## src/rtl/gnz_pkg.sv

```systemverilog
`default_nettype none

package gnz_pkg;

    // field widths of the item and result words
    localparam int FUNC_W    = 1;
    localparam int COL_W     = 6;
    localparam int GRAD_W    = 16;
    localparam int COORD_W   = 16;
    localparam int NOISE_W   = 16;

    // configuration port
    localparam int CFG_IDX_W  = 2;
    localparam int CFG_DATA_W = 7;
    localparam logic [CFG_IDX_W-1:0] CFG_GRID_WIDTH  = 2'd0;
    localparam logic [CFG_IDX_W-1:0] CFG_GRID_HEIGHT = 2'd1;
    localparam logic [CFG_DATA_W-1:0] GRID_RESET     = 7'd64;

    // function codes
    localparam logic FUNC_WRITE = 1'b0;
    localparam logic FUNC_EVAL  = 1'b1;

    // grid size compare widths (grid limit up to 256, coordinate integer part up to 16 bits)
    localparam int DIM_W = 9;
    localparam int CMP_W = 17;

    // gradient clamp limits, Q1.14
    localparam logic signed [GRAD_W-1:0] GRAD_MAX = 16'sd16384;
    localparam logic signed [GRAD_W-1:0] GRAD_MIN = -16'sd16384;

    // result saturation limits
    localparam int NOISE_MAX = 32767;
    localparam int NOISE_MIN = -32768;

    // queue between front and back
    localparam int Q_DEPTH = 4;
    localparam int Q_PTR_W = 2;
    localparam int Q_CNT_W = 3;

    typedef struct packed {
        logic full;
        logic empty;
    } t_q_stat;

endpackage

`default_nettype wire

```

## src/rtl/gnz_front.sv

```systemverilog
`default_nettype none

module gnz_front #(
    parameter  int MAX_GRID_WIDTH  = 64,
    parameter  int MAX_GRID_HEIGHT = 64,
    parameter  int FRAC_BITS       = 10,
    localparam int WB              = (MAX_GRID_WIDTH + 1) / 2,
    localparam int HB              = (MAX_GRID_HEIGHT + 1) / 2,
    localparam int DEPTH           = WB * HB,
    localparam int BA_W            = (DEPTH > 1) ? $clog2(DEPTH) : 1,
    localparam int ITEM_W          = 38 + 5 * BA_W + 2 * FRAC_BITS
) (
    input  wire logic                                   i_clk,
    input  wire logic                                   i_rst_n,
    input  wire logic                                   i_cfg_we,
    input  wire logic        [gnz_pkg::CFG_IDX_W-1:0]   i_cfg_index,
    input  wire logic        [gnz_pkg::CFG_DATA_W-1:0]  i_cfg_data,
    input  wire logic        [gnz_pkg::FUNC_W-1:0]      i_func,
    input  wire logic        [gnz_pkg::COL_W-1:0]       i_grid_col,
    input  wire logic        [gnz_pkg::COL_W-1:0]       i_grid_row,
    input  wire logic signed [gnz_pkg::GRAD_W-1:0]      i_grad_x,
    input  wire logic signed [gnz_pkg::GRAD_W-1:0]      i_grad_y,
    input  wire logic        [gnz_pkg::COORD_W-1:0]     i_x_coord,
    input  wire logic        [gnz_pkg::COORD_W-1:0]     i_y_coord,
    output logic             [ITEM_W-1:0]               o_item
);

    import gnz_pkg::*;

    localparam int TMP_W = COORD_W + DIM_W;

    typedef struct packed {
        logic                        is_eval;
        logic                        err;
        logic [1:0]                  wr_bank;
        logic [BA_W-1:0]             wr_addr;
        logic signed [GRAD_W-1:0]    gx;
        logic signed [GRAD_W-1:0]    gy;
        logic [3:0][BA_W-1:0]        rd_addr;
        logic [FRAC_BITS-1:0]        fx;
        logic [FRAC_BITS-1:0]        fy;
        logic                        x0p;
        logic                        y0p;
    } t_item;

    logic [CFG_DATA_W-1:0] r_grid_width;
    logic [CFG_DATA_W-1:0] r_grid_height;
    logic [DIM_W-1:0]      w_use;
    logic [DIM_W-1:0]      h_use;
    logic [COORD_W-1:0]    x0;
    logic [COORD_W-1:0]    y0;
    logic [COORD_W-1:0]    xo_h;
    logic [COORD_W-1:0]    xe_h;
    logic [COORD_W-1:0]    yo_h;
    logic [COORD_W-1:0]    ye_h;
    logic                  wr_err;
    logic                  ev_err;
    t_item                 item;

    // bank address of a corner from its halved column and row
    function automatic logic [BA_W-1:0] bank_addr(input logic [COORD_W-1:0] ch,
                                                  input logic [COORD_W-1:0] rh);
        logic [TMP_W-1:0] tmp;
        tmp = TMP_W'(ch) * TMP_W'(HB) + TMP_W'(rh);
        return tmp[BA_W-1:0];
    endfunction

    function automatic logic signed [GRAD_W-1:0] clamp_grad(input logic signed [GRAD_W-1:0] g);
        logic signed [GRAD_W-1:0] r;
        if (g > GRAD_MAX) begin
            r = GRAD_MAX;
        end else if (g < GRAD_MIN) begin
            r = GRAD_MIN;
        end else begin
            r = g;
        end
        return r;
    endfunction

    // configuration registers
    always_ff @(posedge i_clk) begin
        if (!i_rst_n) begin
            r_grid_width  <= GRID_RESET;
            r_grid_height <= GRID_RESET;
        end else if (i_cfg_we) begin
            unique case (i_cfg_index)
                CFG_GRID_WIDTH:  r_grid_width  <= i_cfg_data;
                CFG_GRID_HEIGHT: r_grid_height <= i_cfg_data;
                default:         ;
            endcase
        end
    end

    // grid in use, limited to the table size
    assign w_use = ({2'b00, r_grid_width} > DIM_W'(MAX_GRID_WIDTH)) ?
                   DIM_W'(MAX_GRID_WIDTH) : {2'b00, r_grid_width};
    assign h_use = ({2'b00, r_grid_height} > DIM_W'(MAX_GRID_HEIGHT)) ?
                   DIM_W'(MAX_GRID_HEIGHT) : {2'b00, r_grid_height};

    // integer corner and the halved columns and rows of the four corners
    assign x0   = i_x_coord >> FRAC_BITS;
    assign y0   = i_y_coord >> FRAC_BITS;
    assign xo_h = x0 >> 1;
    assign yo_h = y0 >> 1;
    assign xe_h = (x0 >> 1) + COORD_W'(x0[0]);
    assign ye_h = (y0 >> 1) + COORD_W'(y0[0]);

    // range checks
    assign wr_err = ({3'b000, i_grid_col} >= w_use) || ({3'b000, i_grid_row} >= h_use);
    assign ev_err = (({1'b0, x0} + CMP_W'(1)) >= CMP_W'(w_use)) ||
                    (({1'b0, y0} + CMP_W'(1)) >= CMP_W'(h_use));

    // classify and build the queue word
    always_comb begin
        item.is_eval    = (i_func == FUNC_EVAL);
        item.err        = (i_func == FUNC_EVAL) ? ev_err : wr_err;
        item.wr_bank    = {i_grid_col[0], i_grid_row[0]};
        item.wr_addr    = bank_addr(COORD_W'(i_grid_col >> 1), COORD_W'(i_grid_row >> 1));
        item.gx         = clamp_grad(i_grad_x);
        item.gy         = clamp_grad(i_grad_y);
        // bank index is {column parity, row parity}
        item.rd_addr[0] = bank_addr(xe_h, ye_h);
        item.rd_addr[1] = bank_addr(xe_h, yo_h);
        item.rd_addr[2] = bank_addr(xo_h, ye_h);
        item.rd_addr[3] = bank_addr(xo_h, yo_h);
        item.fx         = i_x_coord[FRAC_BITS-1:0];
        item.fy         = i_y_coord[FRAC_BITS-1:0];
        item.x0p        = x0[0];
        item.y0p        = y0[0];
    end

    assign o_item = item;

endmodule

`default_nettype wire

```

## config.mk

```make
export PLATFORM = sky130hd
export DESIGN_NAME = gnz_front
export DESIGN_NICKNAME = d
export VERILOG_FILES = /design/src/rtl/gnz_pkg.sv /design/src/rtl/gnz_front.sv
export SDC_FILE = /design/constraint.sdc
export NUM_CORES = 1
export LEC_CHECK = 0
export CORE_AREA = 3 3 76 78
export DETAILED_ROUTE_END_ITERATION = 8
export DIE_AREA = 0 0 79 81
export DONT_BUFFER_PORTS = 1
export PLACE_DENSITY = 0.56
export RECOVER_POWER = 50
export SLEW_MARGIN = 5
export SYNTH_ARGS = -nofsm -noshare
export SYNTH_HDL_FRONTEND = slang
export SYNTH_SLANG_ARGS = --single-unit
export TNS_END_PERCENT = 100
```

## constraint.sdc

```tcl
create_clock -name i_clk -period 4.6 [get_ports i_clk]
set_input_delay 0.23 -clock i_clk [delete_from_list [all_inputs] [get_ports i_clk]]
set_output_delay 0.23 -clock i_clk [all_outputs]
set_load 0.05 [all_outputs]
```

==> results of run 1 <==
flip-flops by register name, summed over array words and instances (netlist names):
| name | cells |
|---|---|
| r_grid_height | 7 |
| r_grid_width | 7 |
cell usage after synthesis, types with 2 or more instances:
library cell	n
a21o_1	2
a21oi_1	8
a31oi_1	2
and2_1	26
and2b_1	3
and3_1	3
buf_4	56
clkbuf_1	6
dfxtp_1	14
ha_1	26
inv_1	9
maj3_2	2
mux2i_1	11
nand2_1	13
nand2b_1	3
nand3_1	12
nand4_1	3
nor2_1	9
nor2b_1	20
nor3b_1	3
nor4_1	7
o211ai_1	2
o21ai_0	4
o221ai_1	2
or2_2	2
xnor2_1	6
xor2_1	9
where the power goes:
group	switching [W]	total [W]	internal, W
clock network	0.0000414	0.0000993	0.0000579
registers	0.00000340	0.000129	0.000126
logic	0.000184	0.000236	0.0000519
critical path: stages:
cell	delay (ps)
ha_1	190
ha_1	520
ha_1	410
a21o_1	110
a31oi_1	40
maj3_2	300
o221ai_1	170
o211ai_1	130
a32oi_1	200
buf_4	230
final timing paths:
| check | start | end | cells after the start |
|---|---|---|---|
| worst max-delay path | i_x_coord[10] | o_item[106] | 10 |
| worst min register to register | r_grid_height[2]$_SDFFE_PN0P_ | r_grid_height[2]$_SDFFE_PN0P_ | 2 |
| worst max register to register | r_grid_height[6]$_SDFFE_PN1P_ | r_grid_height[6]$_SDFFE_PN1P_ | 4 |
| worst min-delay path | i_rst_n | r_grid_height[6]$_SDFFE_PN1P_ | 1 |
layout make-up:
class / count / area [sq um]
Clock buffer: 3 / 41.3
Fill cell: 559 / 3230
Multi-Input combinational cell: 189 / 1420
Timing Repair Buffer: 7 / 48.8
Tap cell: 70 / 87.6
Inverter: 9 / 33.8
Sequential cell: 14 / 280
routing by layer:
| layer | wire [microns] | track usage [%] |
|---|---|---|
| met1 | 2340 | 20.5 |
| met3 | 677 | 6.98 |
| met4 | 36 | 2.92 |
| met2 | 2620 | 27.5 |
| met5 | 0 | 0 |
cell families after synthesis:
logic type	after synthesis
buffers and inverters	72
adder cells (fa/ha/maj)	29
flip-flops	14
AO/OA/AOI/OAI	26
multiplexers	11
AND/OR/NAND/NOR	108
XOR/XNOR	15
per-stage QoR:
stage | total power, W | hold slack (ps) | utilization, % | setup WS (ps) | std cells
2_1_floorplan | 0.000470 | 358 | - | 1560 | 275
3_3_place_gp | 0.000369 | 295 | 36.4 | 1830 | 289
3_5_place_dp | 0.000370 | 312 | 36.4 | 1800 | 289
4_1_cts | 0.000469 | 61.5 | 37.2 | 1810 | 292
5_1_grt | 0.000488 | 52.2 | 37.1 | 1700 | 292
6_report | 0.000465 | 56.9 | 37.1 | 1830 | 292
==> results.cfg, run 1 <==
[global_routing]
grt_start_max_net_pins = 15
grtUsageTotal_pct = 16.7
antenna_found_initial = 0
overflow = 0
grt_pass1_wl_microns = 8160
grt_pass1_vias = 1488

[worst_setup_path]
r2r_setup_slack_ps = 3730
arrival_ps = 2540
critical_path_required_ps = 4370
critPathCaptureType = output pin
startpoint_type = input port
worstSetupPathType = input port to output pin
cp_max_fo = 5

[yosys]
yosysTopAreaCellShare_pct = 19.6
synth-seq-area-share_pct = 13.1
synthAdderAreaFrac_pct = 16.7
synth-xor-area-share_pct = 6.12
yosys_most_used_dff = dfxtp_1
synth-edff-count = 0
ys_types = 39
yosysTopAreaCell = buf_4
synth.area.mux_share_pct = 5.13
yosys_warnings = 0
syn-num-nets = 390
ys_ff_latch = 14
syn_area_per_cell_sq_um = 7.80
synthCells = 275
synthTopCellsByArea = buf_4 20%, ha_1 15%, dfxtp_1 13%
synth_compound_area_share_pct = 7.81
syn-cell-area_sq_um = 2150
synth_top_family_by_area = simple AND/OR/NAND/NOR gates
async_flop_share_pct = 0
synth-simple-area-share_pct = 28.7

[place]
dpl-instance-area_sq_um = 1870
dp_hpwl_microns = 4990
port_buffers = 0
gp_congestion = 0.834

[cts]
ctsHoldBuffers = 0
cts.sinks = 14
htreeDepth = 1
cts-root-buf = clkbuf_8
clk_pin_slew_ps = 60
clockBufferDepth = 2
cts_resized = 0
clk_latency_ps = 240
cts_tree = built
cts_buffers = 3
post_cts_buffers = 0

[timing]
fin_setup_tns_ps = 0
slew_headroom_pct = 22.1
fmax_ghz = 0.362
tightest_slew_ps = 1160
layout_min_cycle_time_ps = 2770
slew_viol_final = 0
fin_crit_sh_pct = 60.1
finalSetupViolations = 0
rsz0062_at_grt = no
fin_worst_skew_ps = 0
final_hold_viol_count = 0

[route]
ant_nets = 0
drc_errors = 0
drt-total-wl_microns = 5670
num_vias = 1584
drt-vias-per-instance = 5.42
first_iter_violations = 28
drtPass1Iterations = 4
avgRoutedWirePerCell_microns = 19.4

[power_and_ir_drop]
ir_worst_vdd_mv = 0.179
power.leakage_nw = 0.811
power.density_nw_per_um2 = 244

[final_layout]
fin_nets = 339
most-common-layout-cells = 26 x and2_1, 26 x ha_1, 20 x nor2b_1
syn2layout_area_growth_pct = -11.1
antennaDiodeCount = 0
layout-drive-gt1-share_pct = 8.56
final_area_sq_um = 1910

[floorplan]
core_sq_um = 5140
die_w_microns = 79
rows = 26
ios = 197
die_area_sq_um = 6400
initial_utilization_pct = 41.7
dieHeight_microns = 81

[hold_path]
min_path_type = input port to register

[outcome]
outcome = completed

[flow_run]
drv_cap = 0
No activity file was read; power rests on OpenSTA's default activity.
==> inputs of run 2 (changes only) <==
Settings changed: ABC_AREA from default to 1, PLACE_DENSITY 0.56 to 0.63.
Clock period 4.6 ns to 2.35 ns, I/O delays scaled along.
==> run 2 against run 1 <==
The flow now finishes with violations (hold timing). Clock power increased by 130%. Sequential power increased by 110%. Hold slack got worse by 58 ps. Cell area increased by 33%. First-iteration DRC count increased by 39%. Clock skew unchanged. Die area unchanged. Via count increased by 41%. Final cell count increased by 53%. Critical endpoint unchanged. Highest routed layer unchanged.
==> results.cfg, run 2 <==
[outcome]
outcome = complete, but fails checks
violations = hold timing

[final_layout]
largest_registers = r_grid_height: 7 flops, r_grid_width: 7 flops
n_fill_cell = 540
most-common-layout-cells = 83 x nand2_1, 71 x nor2_1, 46 x buf_4
final_common_cell = nand2_1
syn2layout_area_growth_pct = 6.86
final_cells = 448
fin_nets = 494
antennaDiodeCount = 0
final_util_pct = 49.3
layout-drive-gt1-share_pct = 23.3

[yosys]
yosys_warnings = 0
synth-edff-count = 0
synth-seq-area-share_pct = 11.8
yosysTopAreaCell = buf_4
syn_area_per_cell_sq_um = 6.10
ys_types = 30
syn-num-nets = 504
synthTopCellsByArea = buf_4 18%, ha_1 14%, nand2_1 14%
syn-cell-area_sq_um = 2370
async_flop_share_pct = 0
yosys_most_used_dff = dfxtp_1
synth.most_common_cell = nand2_1
synthCells = 389
yosysTopAreaCellShare_pct = 18.4
synth_common_cells = 86 x nand2_1, 72 x nor2_1, 58 x buf_4, 39 x inv_1, 26 x ha_1
ys_ff_latch = 14

[worst_setup_path]
cp_common_cell = nor2_1
worstSetupPathType = register to output pin
critPathCaptureType = output pin
critPathMaxStageDelay_ps = 340
cp_max_fo = 4
crit_chain = nor2_4 > nand3_4 > a21boi_2 > ha_1 > o21ai_2 > nand2_1 > nand2_1 > nand2_1 > nand2_1 > nor2_1 > nor2_1 > nor2_1 > nor2_1 > nor2_1 > buf_6
arrival_ps = 2070
startpoint_type = register
critPathSlowestCell = dfxtp_1
critical_path_required_ps = 2230

[floorplan]
initial_utilization_pct = 46.1
dieHeight_microns = 81
die_area_sq_um = 6400
ios = 197
die_w_microns = 79
rows = 26
core_sq_um = 5140

[power_and_ir_drop]
ir_worst_vdd_mv = 0.290
power_w = 0.00113
power.density_nw_per_um2 = 445
power.leakage_nw = 1.34

[timing]
finalSetupViolations = 0
fmax_ghz = 0.456
slew_viol_final = 0
postLayoutSetupSlackWorst_ps = 159
layout_min_cycle_time_ps = 2190
final_hold_viol_count = 4
timing.hold.ws_ps = -1.61
slew_headroom_pct = 47.1
tightest_slew_ps = 790
fin_worst_skew_ps = 0
fin_crit_sh_pct = 93.2

[global_routing]
grt_start_max_net_pins = 15
antenna_found_initial = 0
overflow = 0
grt_pass1_vias = 1948
grtUsageTotal_pct = 16.1
grt_pass1_wl_microns = 8590

[cts]
clk_pin_slew_ps = 50
cts-root-buf = clkbuf_8
cts_buffers = 3
clockBufferDepth = 2
clk_latency_ps = 250
cts_tree = built
cts.sinks = 14
htreeDepth = 1

[route]
first_iter_violations = 39
drtPass1Iterations = 6
drt-vias-per-instance = 4.98
avgRoutedWirePerCell_microns = 12.6
ant_nets = 0
num_vias = 2231
drt-total-wl_microns = 5670
drc_errors = 0

[place]
gp_congestion = 0.756
dp_hpwl_microns = 4840
place_inst = 442
place_ws_ps = 268
port_buffers = 0

[hold_path]
min_path_type = input port to register

[flow_run]
drv_cap = 0
run 2: final timing paths:
| check | startpoint | to | slack (ps) | cells after the start |
|---|---|---|---|---|
| worst max-delay path | r_grid_width[0]$_SDFFE_PN0P_ | o_item[106] | 160 | 15 |
| worst min register to register | r_grid_height[0]$_SDFFE_PN0P_ | r_grid_height[0]$_SDFFE_PN0P_ | 490 | 2 |
| worst min-delay path | i_rst_n | r_grid_width[3]$_SDFFE_PN0P_ | -2 | 2 |
| worst max register to register | r_grid_width[6]$_SDFFE_PN1P_ | r_grid_width[6]$_SDFFE_PN1P_ | 1470 | 2 |
run 2: critical path, delay by kind of cell (launching register included):
kind	cells	cell delay (ps)
simple gates	11	780
buf+inv	1	150
fa+ha+maj	1	250
flops	1	340
compound gates	2	290
run 2: cells by family after synthesis:
group,count (synthesis),synth area share [%]
buffers and inverters,103,25.5
AOI/OAI and AO/OA,35,8.55
xor gates and xnor gates,11,4.06
adders and majority gates,26,13.7
DFF,14,11.8
and+or+nand+nor,200,36.4
run 2: metrics by stage:
| step | hold WS, ps | instance area, sq um | TNS [ps] |
|---|---|---|---|
| after detailed placement | 224 | 2380 | 0 |
| after global routing | 1.90 | 2530 | -29.7 |
| after floorplan | 248 | 2390 | -4.65 |
| after CTS | 1.59 | 2440 | 0 |
| final | -1.61 | 2530 | 0 |
| after global placement | 224 | 2380 | 0 |
run 2: what timing repair did:
item                                    4_1_cts  5_1_grt
resized for setup                             1       28
pin swaps                                     0       12
endpoints found under the hold margin         2        0
endpoints found under the setup margin        1        1
hold buffers                                  1        0
setup buffers                                 0        1
run 2: final cells by class:
cell class,instances,area [sq um],area share [%]
Clock buffer,4,55.1,2.17
Inverter,40,150,5.93
Multi-Input combinational cell,272,1580,62.4
Sequential cell,14,294,11.6
Tap cell,70,87.6,3.46
Timing Repair Buffer,48,367,14.5
run 2: where the power goes:
part	switching (W)	total, W	internal [W]	leakage (nW)
clock network	0.0000822	0.000231	0.000148	0.0288
registers	0.0000162	0.000266	0.000250	0.118
logic	0.000442	0.000631	0.000189	1.19
run 2: layer usage:
metal | GRT usage (%) | up-vias | routed length, microns
met5 | 0 | - | 0
met4 | 4.81 | 0 | 47
met3 | 3.66 | 9 | 517
met2 | 29.9 | 90 | 2920
met1 | 18.3 | 976 | 2180
li1 | - | 1156 | -
