==> config.mk <==
export PLATFORM = sky130hd
export DESIGN_NAME = gnz_fifo
export DESIGN_NICKNAME = d
export VERILOG_FILES = /design/src/rtl/gnz_pkg.sv /design/src/rtl/gnz_fifo.sv
export SDC_FILE = /design/constraint.sdc
export NUM_CORES = 1
export LEC_CHECK = 0
export BUFFER_PORTS_ARGS = -buffer_cell sky130_fd_sc_hd__buf_2
export CAP_MARGIN = 0
export CORE_MARGIN = 10
export CORE_UTILIZATION = 30
export DETAILED_ROUTE_END_ITERATION = 16
export PLACE_DENSITY = 0.44
export SKIP_LAST_GASP = 1
export SLEW_MARGIN = 10
export SYNTH_ARGS = -nofsm -noshare
export SYNTH_HDL_FRONTEND = slang
export SYNTH_SLANG_ARGS = --single-unit
==> constraint.sdc <==
create_clock -name i_clk -period 6.75 [get_ports i_clk]
set_input_delay 2.025 -clock i_clk [delete_from_list [all_inputs] [get_ports i_clk]]
set_output_delay 2.025 -clock i_clk [all_outputs]
set_load 0.01 [all_outputs]
==> src/rtl/gnz_pkg.sv <==
`default_nettype none

package gnz_pkg;

    // field widths of the item and result words
    localparam int FUNC_W    = 1;
    localparam int COL_W     = 6;
    localparam int GRAD_W    = 16;
    localparam int COORD_W   = 16;
    localparam int NOISE_W   = 16;

    // configuration port
    localparam int CFG_IDX_W  = 2;
    localparam int CFG_DATA_W = 7;
    localparam logic [CFG_IDX_W-1:0] CFG_GRID_WIDTH  = 2'd0;
    localparam logic [CFG_IDX_W-1:0] CFG_GRID_HEIGHT = 2'd1;
    localparam logic [CFG_DATA_W-1:0] GRID_RESET     = 7'd64;

    // function codes
    localparam logic FUNC_WRITE = 1'b0;
    localparam logic FUNC_EVAL  = 1'b1;

    // grid size compare widths (grid limit up to 256, coordinate integer part up to 16 bits)
    localparam int DIM_W = 9;
    localparam int CMP_W = 17;

    // gradient clamp limits, Q1.14
    localparam logic signed [GRAD_W-1:0] GRAD_MAX = 16'sd16384;
    localparam logic signed [GRAD_W-1:0] GRAD_MIN = -16'sd16384;

    // result saturation limits
    localparam int NOISE_MAX = 32767;
    localparam int NOISE_MIN = -32768;

    // queue between front and back
    localparam int Q_DEPTH = 4;
    localparam int Q_PTR_W = 2;
    localparam int Q_CNT_W = 3;

    typedef struct packed {
        logic full;
        logic empty;
    } t_q_stat;

endpackage

`default_nettype wire

==> src/rtl/gnz_fifo.sv <==
`default_nettype none

module gnz_fifo #(
    parameter int WIDTH = 128
) (
    input  wire logic             i_clk,
    input  wire logic             i_rst_n,
    input  wire logic             i_push,
    input  wire logic [WIDTH-1:0] i_data,
    input  wire logic             i_pop,
    output logic      [WIDTH-1:0] o_data,
    output gnz_pkg::t_q_stat      o_stat
);

    import gnz_pkg::*;

    logic [WIDTH-1:0]   r_mem [Q_DEPTH];
    logic [Q_PTR_W-1:0] r_wr_ptr;
    logic [Q_PTR_W-1:0] r_rd_ptr;
    logic [Q_CNT_W-1:0] r_count;
    logic [Q_CNT_W-1:0] n_count;
    logic               do_push;
    logic               do_pop;

    assign o_stat.full  = (r_count == Q_CNT_W'(Q_DEPTH));
    assign o_stat.empty = (r_count == '0);
    assign do_push      = i_push && !o_stat.full;
    assign do_pop       = i_pop && !o_stat.empty;
    assign o_data       = r_mem[r_rd_ptr];

    // word storage
    always_ff @(posedge i_clk) begin
        if (do_push) begin
            r_mem[r_wr_ptr] <= i_data;
        end
    end

    // occupancy
    always_comb begin
        unique case ({do_push, do_pop})
            2'b10:   n_count = r_count + Q_CNT_W'(1);
            2'b01:   n_count = r_count - Q_CNT_W'(1);
            default: n_count = r_count;
        endcase
    end

    // pointers
    always_ff @(posedge i_clk) begin
        if (!i_rst_n) begin
            r_wr_ptr <= '0;
            r_rd_ptr <= '0;
            r_count  <= '0;
        end else begin
            if (do_push) begin
                r_wr_ptr <= r_wr_ptr + Q_PTR_W'(1);
            end
            if (do_pop) begin
                r_rd_ptr <= r_rd_ptr + Q_PTR_W'(1);
            end
            r_count <= n_count;
        end
    end

endmodule

`default_nettype wire

==> impl_metrics.tcl, run 1 <==
set metrics [dict create \
    clk_latency_ns 0.59 \
    critPathArrivalTime_ns 2.88 \
    clk_path_buf_depth 3 \
    io_buffers 261 \
    gp_routability_congestion 0.669 \
    cp-start-kind "flip-flop" \
    final_util_pct 36.9 \
    synthTopCellsByArea "edfxtp_1 81%, mux4_2 15%, buf_12 1.1%" \
    rsz0062_at_grt "no" \
    synth-simple-area-share_pct 0.617 \
    synth_top_area_share_pct 80.7 \
    grt_max_degree 71 \
    tightestPinTransition_ns 1.07 \
    cts_tree "yes" \
    htreeDepth 2 \
    slew_headroom_pct 28.6 \
    clock.fmax_ghz 0.204 \
    floorplan.initialDensity_pct 30.3 \
    vias_per_cell 4.48 \
    grt_util_all_layers_pct 11.4 \
    worst_clock_skew_ns 0.0244 \
    synth_compound_area_share_pct 0.210 \
    finalWirelength_mm 42.3 \
    grt_pass1_wl_mm 63.7 \
    core-area_sq_um 63000 \
    run_status "completed" \
    p_per_area_nw_per_um2 384 \
    setup_viol 0 \
    tns_ns 0 \
    fin_crit_ns 4.90 \
    fin_crit_sh_pct 72.6 \
    final_hold_viol_count 0 \
    wl_met2_mm 20.8 \
    final_common_cell "edfxtp_1" \
    slew_violations 0 \
    mostFrequentLayoutCells "512 x edfxtp_1, 261 x buf_2, 128 x mux4_2" \
    post-cts-setup-buffers 0 \
    netlist_area_sq_um 19100 \
    drive_gt1_share_pct 46.2 \
    register_area_sq_um 15600 \
    leakage_nw 7.63 \
    crit_path_max_fanout 45 \
    whs_ns 0.496 \
    syn_inst 722 \
    drt_iter0_drc 611 \
    gr-total-overflow 0 \
    die_x_um 272 \
    highest_layer "met5" \
    cap_violations 0 \
    yosysUniqueCellTypes 23 \
    hold_path.class "reg2reg" \
    synth_top_family_by_area "multiplexers" \
    first_pass_iters 4 \
    vias 8601 \
    wl_met1_mm 17.2 \
    cts.sinks 521 \
    cp.required_ns 4.72 \
    cts_resized 0 \
    syn_nets 860 \
    final_area_sq_um 23200 \
    cts_inserted_buffers 57 \
    path_class "reg2out" \
    dp_hpwl_mm 25.2 \
    synthToLayoutAreaGrowth_pct 21.8 \
    synth_xor_area_share_pct 0.0919 \
    final_nets 1164 \
    vdd_drop_max_mv 0.200 \
    ys_ff_latch 521 \
    ant_nets 0 \
    fp.dieH_um 272 \
    worst_setup_path_end_kind "output port" \
    synthAdderAreaFrac_pct 0.433 \
    multi_input_area_sq_um 3170 \
    yosys-mux-area-fraction_pct 15.2 \
    clk_transition_reported_paths_ns 0.06 \
    avgSynthCellArea_sq_um 26.4 \
    ctsHoldBuffers 0 \
    antenna_found_initial 10 \
    synth_area_leader_cell "edfxtp_1" \
    io_pins 262 \
    ys_seq_area_share_pct 81.6 \
    met3_length_mm 3.44 \
    dpl_cell_area_sq_um 21300 \
    clockRootBuffer "clkbuf_16" \
    dieArea_sq_um 74000 \
    grt_pass1_vias 9573 \
    wire_per_inst_um 22.0 \
    nFillCells 5839 \
    rows 92 \
    drc 0 \
    yosysWarnings 0 \
]
## path summary, 6_finish.rpt
kind	from	end	slack, ns	depth (start not counted)
hold / removal	r_rd_ptr[0]	r_rd_ptr[0]	0.50	2
setup reg to reg	r_count[2]	r_mem[3][55]	3.99	4
setup / recovery	flip-flop	o_data[87]	1.85	3
hold reg to reg	r_rd_ptr[0]	r_rd_ptr[0]	0.50	2
## worst max-delay path, cell delays in order (launching register included)
cell,delay (ns)
dfxtp_4,1.01
buf_4,0.51
mux4_2,0.58
buf_2,0.16
## power by group
group / leakage (nW) / internal (mW) / switching, mW
Combinational: 1.92 / 0.822 / 0.917
Clock: 0.935 / 1.89 / 1.23
Sequential: 4.77 / 3.90 / 0.149
## cell families after synthesis
logic type               Yosys count
adder cells (fa/ha/maj)            6
multiplexers                     130
buffers and inverters             36
AND/OR/NAND/NOR                   20
XOR/XNOR                           2
flip-flops                       521
AO/OA/AOI/OAI                      7
## routing by layer
metal | track usage (%) | up-vias
met5 | 0 | -
met4 | 2.89 | 18
met3 | 4.36 | 74
met2 | 18.9 | 235
met1 | 13.8 | 4538
li1 | - | 3736
## cells in the mapped netlist (all sizes together)
cell	number
a21boi	2
inv	6
clkbuf	3
mux4	128
nand2	7
mux2i	2
ha	5
buf	27
fa	1
o21ai	5
and2	6
dfxtp	9
nor2b	2
edfxtp	512
or3	2
xor2	1
nor3b	1
or4bb	1
nor3	1
xnor2	1
## registers in the layout (all words and copies together), names as in the netlist, named ones only
name / cells
r_wr_ptr: 2
r_rd_ptr: 2
r_count: 3
r_mem: 512
## area by class of cell
cell class,count,area share [%]
sequential,521,67.0
clock buffer,78,6.75
tap,846,4.56
inverter,6,0.0970
antenna,2,0.0216
timing repair buffer,275,6.46
clock inverter,29,1.42
multi-input combinational,165,13.7
## metrics by stage
| stage | setup slack (ns) | cells | total power [mW] |
|---|---|---|---|
| 6_report | 1.85 | 1922 | 8.90 |
| 5_1_grt | 1.52 | 1921 | 9.36 |
| 3_3_place_gp | 2.28 | 1813 | 5.93 |
| 2_1_floorplan | 0.903 | 722 | 5.29 |
| 4_1_cts | 1.62 | 1920 | 9.12 |
| 3_5_place_dp | 2.27 | 1813 | 5.94 |
Note: power is estimated with default switching activity, not from simulation.
==> run 2: changes to the inputs <==
Clock period 6.75 ns to 4.7 ns, I/O delays scaled along.
==> run 2 against run 1 <==
Flip-flop and latch count unchanged. Via count decreased by 0.52%. Non-clock buffer count increased by 12. Highest routed layer unchanged. Global-route usage decreased by 0.12 points. First-iteration DRC count decreased by 10%. Register-to-register slack got worse by 1.9 ns. Sequential share of layout area about the same. Cell area about the same. Count of clock-buffer cells in the layout decreased by 9. Core utilization about the same. Setup slack got worse by 1.1 ns. Die area unchanged.
==> impl_metrics.tcl, run 2 (synthesis results as in run 1) <==
set metrics [dict create \
    seqPwrFrac_pct 46.2 \
    rows 92 \
    slew_headroom_pct 53.2 \
    floorplan.initialDensity_pct 30.3 \
    whs_ns 0.489 \
    wire_per_inst_um 21.9 \
    switching_share_pct 26.4 \
    vias 8556 \
    top_register "r_mem" \
    internal_power_mw 9.19 \
    slew_violations 0 \
    dpl_cell_area_sq_um 21500 \
    antenna_found_initial 5 \
    ant_nets 0 \
    grt_max_degree 68 \
    preCtsSetupSlack_ns 1.27 \
    clk_latency_ns 0.60 \
    path_class "reg2out" \
    hold_path.class "reg2reg" \
    drt_iter0_drc 550 \
    core-area_sq_um 63000 \
    slowest_delay_ns 0.76 \
    drc 0 \
    synthToLayoutAreaGrowth_pct 21.7 \
    worst_setup_path_end_kind "output port" \
    cap_violations 0 \
    crit_chain "buf_4 -> mux4_2 -> buf_2" \
    fin_crit_ns 3.93 \
    cts_resized 0 \
    clockPowerShare_pct 33.0 \
    critPathArrivalTime_ns 2.52 \
    tightestPinTransition_ns 0.702 \
    crit_path_max_fanout 26 \
    mostFrequentLayoutCells "512 x edfxtp_1, 261 x buf_2, 128 x mux4_2" \
    cts_tree "yes" \
    die_x_um 272 \
    finalWirelength_mm 42.1 \
    first_pass_iters 4 \
    p_per_area_nw_per_um2 538 \
    largest_reg_flops 512 \
    final_hold_viol_count 0 \
    clk_transition_reported_paths_ns 0.06 \
    reg_top3 "r_mem x512, r_count x3" \
    final_common_cell "edfxtp_1" \
    rsz0062_at_grt "no" \
    stdcell_count 1926 \
    grt_util_all_layers_pct 11.3 \
    cp-start-kind "flip-flop" \
    clock.fmax_ghz 0.255 \
    vias_per_cell 4.44 \
    nFillCells 5794 \
    dpl.cell_count 1825 \
    vdd_drop_max_mv 0.327 \
    gr-total-overflow 0 \
    htreeDepth 2 \
    setup_viol 0 \
    dp_hpwl_mm 26.1 \
    worst_clock_skew_ns 0.0188 \
    tns_ns 0 \
    dieArea_sq_um 74000 \
    post-cts-setup-buffers 0 \
    power_frac_comb_pct 20.8 \
    clk_path_buf_depth 3 \
    ctsHoldBuffers 0 \
    leakage_nw 7.61 \
    io_pins 262 \
    cp_top_family "flip-flops" \
    run_status "completed" \
    cts.sinks 521 \
    final_util_pct 36.9 \
    final_area_sq_um 23200 \
    grt_pass1_vias 9556 \
    io_buffers 261 \
    cts_inserted_buffers 57 \
    switchingPower_mw 3.29 \
    slowest_stage "dfxtp_4" \
    clockRootBuffer "clkbuf_16" \
    gp_routability_congestion 0.687 \
    setup_ws_ns 0.773 \
    grt_pass1_wl_mm 63.1 \
    fp.dieH_um 272 \
    path_buf_inv 2 \
    power_mw 12.5 \
    cp.required_ns 3.29 \
    fin_crit_sh_pct 83.6 \
    drive_gt1_share_pct 46.2 \
    final_nets 1176 \
]
[run 2: worst reg2reg max path, delay by kind of cell (launching register included)]
family | cells | cell delay, ns
adder cells (fa/ha/maj) | 2 | 0.57
AND/OR/NAND/NOR | 3 | 1.11
AO/OA/AOI/OAI | 1 | 0.17
XOR/XNOR | 1 | 0.16
flip-flops | 1 | 0.38
buffers and inverters | 2 | 0.19
[run 2: worst paths after layout]
check | startpoint | to | slack (ns) | depth (start not counted)
worst max-delay path | flip-flop | o_data[99] | 0.77 | 3
worst min-delay path | r_rd_ptr[0] | flip-flop | 0.49 | 2
worst max register to register | r_count[2] | r_count[2] | 2.05 | 9
worst min register to register | r_rd_ptr[0] | flip-flop | 0.49 | 2
[run 2: power groups by stage]
| stage | sequential, mW | clock (mW) | combinational [mW] |
|---|---|---|---|
| 3_5_place_dp | 5.87 | 0 | 2.70 |
| 6_report | 5.76 | 4.12 | 2.59 |
| 2_1_floorplan | 5.78 | 0 | 1.78 |
| 3_3_place_gp | 5.86 | 0 | 2.71 |
| 5_1_grt | 5.81 | 4.48 | 2.82 |
| 4_1_cts | 5.78 | 4.27 | 2.71 |
[run 2: area by class of cell]
class	count	area, sq um	area share (%)
Sequential cell	521	15600	67.1
Inverter	6	22.5	0.0971
Antenna cell	1	2.50	0.0108
Clock buffer	69	1470	6.34
Clock inverter	31	239	1.03
Multi-Input combinational cell	165	3170	13.7
Tap cell	846	1060	4.56
Timing Repair Buffer	287	1680	7.23
[run 2: metal layers]
| layer | routed length [um] | up-vias | part of all wire, % | global-route usage [%] |
|---|---|---|---|---|
| met3 | 2250 | 68 | 5.3 | 2.93 |
| met5 | 47 | - | 0.11 | 0 |
| met2 | 21300 | 210 | 51 | 18.9 |
| met1 | 17700 | 4515 | 42 | 14.1 |
| li1 | - | 3755 | - | - |
| met4 | 873 | 8 | 2.1 | 3.51 |
==> run 3: changes to the inputs <==
Settings changed: ABC_AREA set to 1, PLACE_DENSITY 0.44 to 0.46.
Clock period 4.7 ns to 3.3 ns, I/O delays scaled along.
==> run 3 against run 2 <==
Register-to-register slack got worse by 0.71 ns. Flip-flop and latch count unchanged. Synthesized cell count increased by 81%. Clock power increased by 45%. First-iteration DRC count increased by 36%. Cell area increased by 2.9%. Worst hold slack improved by 0.018 ns. Routed wire length increased by 18%. Total power increased by 47%. Area after synthesis increased by 3.9%. Clock skew about the same. Combinational power increased by 67%.
==> impl_metrics.tcl, run 3 <==
set metrics [dict create \
    whs_endpoint "r_wr_ptr[0]" \
    drive_gt1_share_pct 27.3 \
    wire_per_inst_um 20.1 \
    register_area_sq_um 15600 \
    grt_pass1_vias 11800 \
    gp_routability_congestion 0.694 \
    drc 0 \
    dieArea_sq_um 76700 \
    hold_path.class "reg2reg" \
    power_mw 18.3 \
    core-area_sq_um 65600 \
    run_status "completed" \
    antenna_found_initial 8 \
    slew_violations 0 \
    final_hold_viol_count 0 \
    fin_crit_sh_pct 95.6 \
    clk_path_buf_depth 3 \
    rsz0062_at_grt "yes" \
    worst_setup_path_end_kind "output port" \
    antenna_cells 0 \
    final_nets 1706 \
    r2r_slack_ns 1.34 \
    tightestPinTransition_ns 0.548 \
    first_pass_iters 4 \
    ys_async_sr_fraction_pct 0 \
    holdPathStages 2 \
    synth_top_area_share_pct 77.6 \
    cap_violations 0 \
    path_class "reg2out" \
    rows 94 \
    critPathArrivalTime_ns 2.16 \
    yosysUniqueCellTypes 23 \
    final_util_pct 36.4 \
    synth_edf_count 512 \
    io_pins 262 \
    crit_path_max_fanout 66 \
    ant_nets 0 \
    ys_seq_area_share_pct 78.5 \
    top_register "r_mem" \
    setup_viol 0 \
    ys_ff_latch 521 \
    clock.fmax_ghz 0.317 \
    synth_most_common_cell "edfxtp_1" \
    clk_latency_ns 0.59 \
    io_buffers 261 \
    gr-total-overflow 0 \
    worst_clock_skew_ns 0.0186 \
    rr_startpoint "r_count[1]" \
    cp.required_ns 2.31 \
    synthTopCellsByArea "edfxtp_1 78%, nor2_1 4.5%, o21ai_0 3.7%" \
    grt_util_all_layers_pct 12.6 \
    clockRootBuffer "clkbuf_16" \
    die_x_um 277 \
    nFillCells 6295 \
    vias 11500 \
    hp-start "r_wr_ptr[0]" \
    reg_top3 "r_mem x512, r_count x3" \
    largest_reg_flops 512 \
    synth_area_leader_cell "edfxtp_1" \
    r2r-end "r_count[2]" \
    grt_max_degree 81 \
    vias_per_cell 4.66 \
    avgSynthCellArea_sq_um 15.1 \
    fin_crit_ns 3.15 \
    drt_iter0_drc 749 \
    yosysWarnings 0 \
    floorplan.initialDensity_pct 30.2 \
    final_common_cell "edfxtp_1" \
    clk_transition_reported_paths_ns 0.07 \
    grt_pass1_wl_mm 75.6 \
    ctsHoldBuffers 0 \
    netlist_area_sq_um 19800 \
    htreeDepth 2 \
    multi_input_area_sq_um 3650 \
    fp.dieH_um 277 \
    cp-start-kind "flip-flop" \
    cts_tree "yes" \
    synth_ff_type "edfxtp_1" \
    p_per_area_nw_per_um2 767 \
    mostFrequentLayoutCells "512 x edfxtp_1, 261 x buf_2, 232 x nor2_1" \
    finalWirelength_mm 49.7 \
    cts.sinks 521 \
    vdd_drop_max_mv 0.422 \
    syn_inst 1308 \
    slew_headroom_pct 63.5 \
    syn_nets 1446 \
    cts_inserted_buffers 56 \
    synth_common_cells "512 x edfxtp_1, 236 x nor2_1, 146 x o21ai_0, 112 x o21ai_1, 88 x o22ai_1" \
    reg2regPathDepth 12 \
    synthToLayoutAreaGrowth_pct 20.5 \
    leakage_nw 8.17 \
    dp_hpwl_mm 27.9 \
]
-- run 3: cell count changes in the layout (fill, tap and decap cells not counted), moves of 12 or more --
cell | previous run | this run
o22ai_2 | 0 | 40
o22ai_1 | 0 | 88
inv_1 | 6 | 18
nor2_1 | 0 | 232
o21ai_1 | 0 | 112
mux4_2 | 128 | 0
o21ai_0 | 5 | 146
nor2_2 | 0 | 30
-- run 3: how the worst max path moves through the flow --
| stage | startpoint | endpoint | depth (start not counted) |
|---|---|---|---|
| finish | flip-flop | o_data[71] | 5 |
| global placement | flip-flop | o_data[61] | 5 |
| global route | flip-flop | o_data[71] | 5 |
| detailed placement | flip-flop | o_data[61] | 5 |
| CTS | flip-flop | o_data[77] | 6 |
| floorplan | i_push | r_mem[0][0] | 2 |
-- run 3: stage by stage --
step	cells	hold WS [ns]	setup slack (ns)	setup TNS [ns]	instance area, sq um
finish	2474	0.507	0.146	0	23900
global route	2474	0.542	-0.0143	-0.0249	23900
CTS	2472	0.511	0.0423	0	23800
detailed placement	2372	0.492	0.714	0	22100
global placement	2372	0.481	0.715	0	22100
floorplan	1308	0.462	-0.108	-47.54	19900
-- run 3: timing repair --
item	CTS	global route
resized for setup	0	3
endpoints found under the setup margin	0	10
buffers inserted	0	2
-- run 3: cells by family (layout without fill, tap and decap cells) --
| family | Yosys count | after routing | synth area share [%] |
|---|---|---|---|
| and+or+nand+nor | 286 | 286 | 5.83 |
| DFF | 521 | 521 | 78.5 |
| buffers and inverters | 104 | 406 | 3.28 |
| AOI/OAI and AO/OA | 391 | 391 | 11.9 |
| adders and majority gates | 6 | 6 | 0.417 |
-- run 3: worst max-delay path, cell delays in order, from the launching register on --
cell and delay (ns):
dfxtp_4 0.45, inv_4 0.21, buf_16 0.27, o21ai_1 0.12
o22ai_1 0.20, buf_2 0.18
-- run 3: cell type report --
class / instances / share of cell area, %
Sequential cell: 521 / 65.2
Multi-Input combinational cell: 683 / 15.3
Timing Repair Buffer: 286 / 7.33
Clock buffer: 77 / 6.50
Tap cell: 864 / 4.53
Clock inverter: 23 / 0.771
Inverter: 20 / 0.357
-- run 3: where the power goes --
| group | internal [mW] | switching (mW) | total (mW) |
|---|---|---|---|
| Clock | 3.49 | 2.47 | 5.96 |
| Sequential | 7.86 | 0.161 | 8.02 |
| Combinational | 1.48 | 2.85 | 4.33 |
-- run 3: metal layers --
layer	global-route usage (%)	up-vias	share of wire, %
li1	-	5463	-
met1	15.7	5717	43
met2	21.3	259	49
met3	3.81	64	6.3
met4	2.73	16	1.5
met5	0	-	0.21
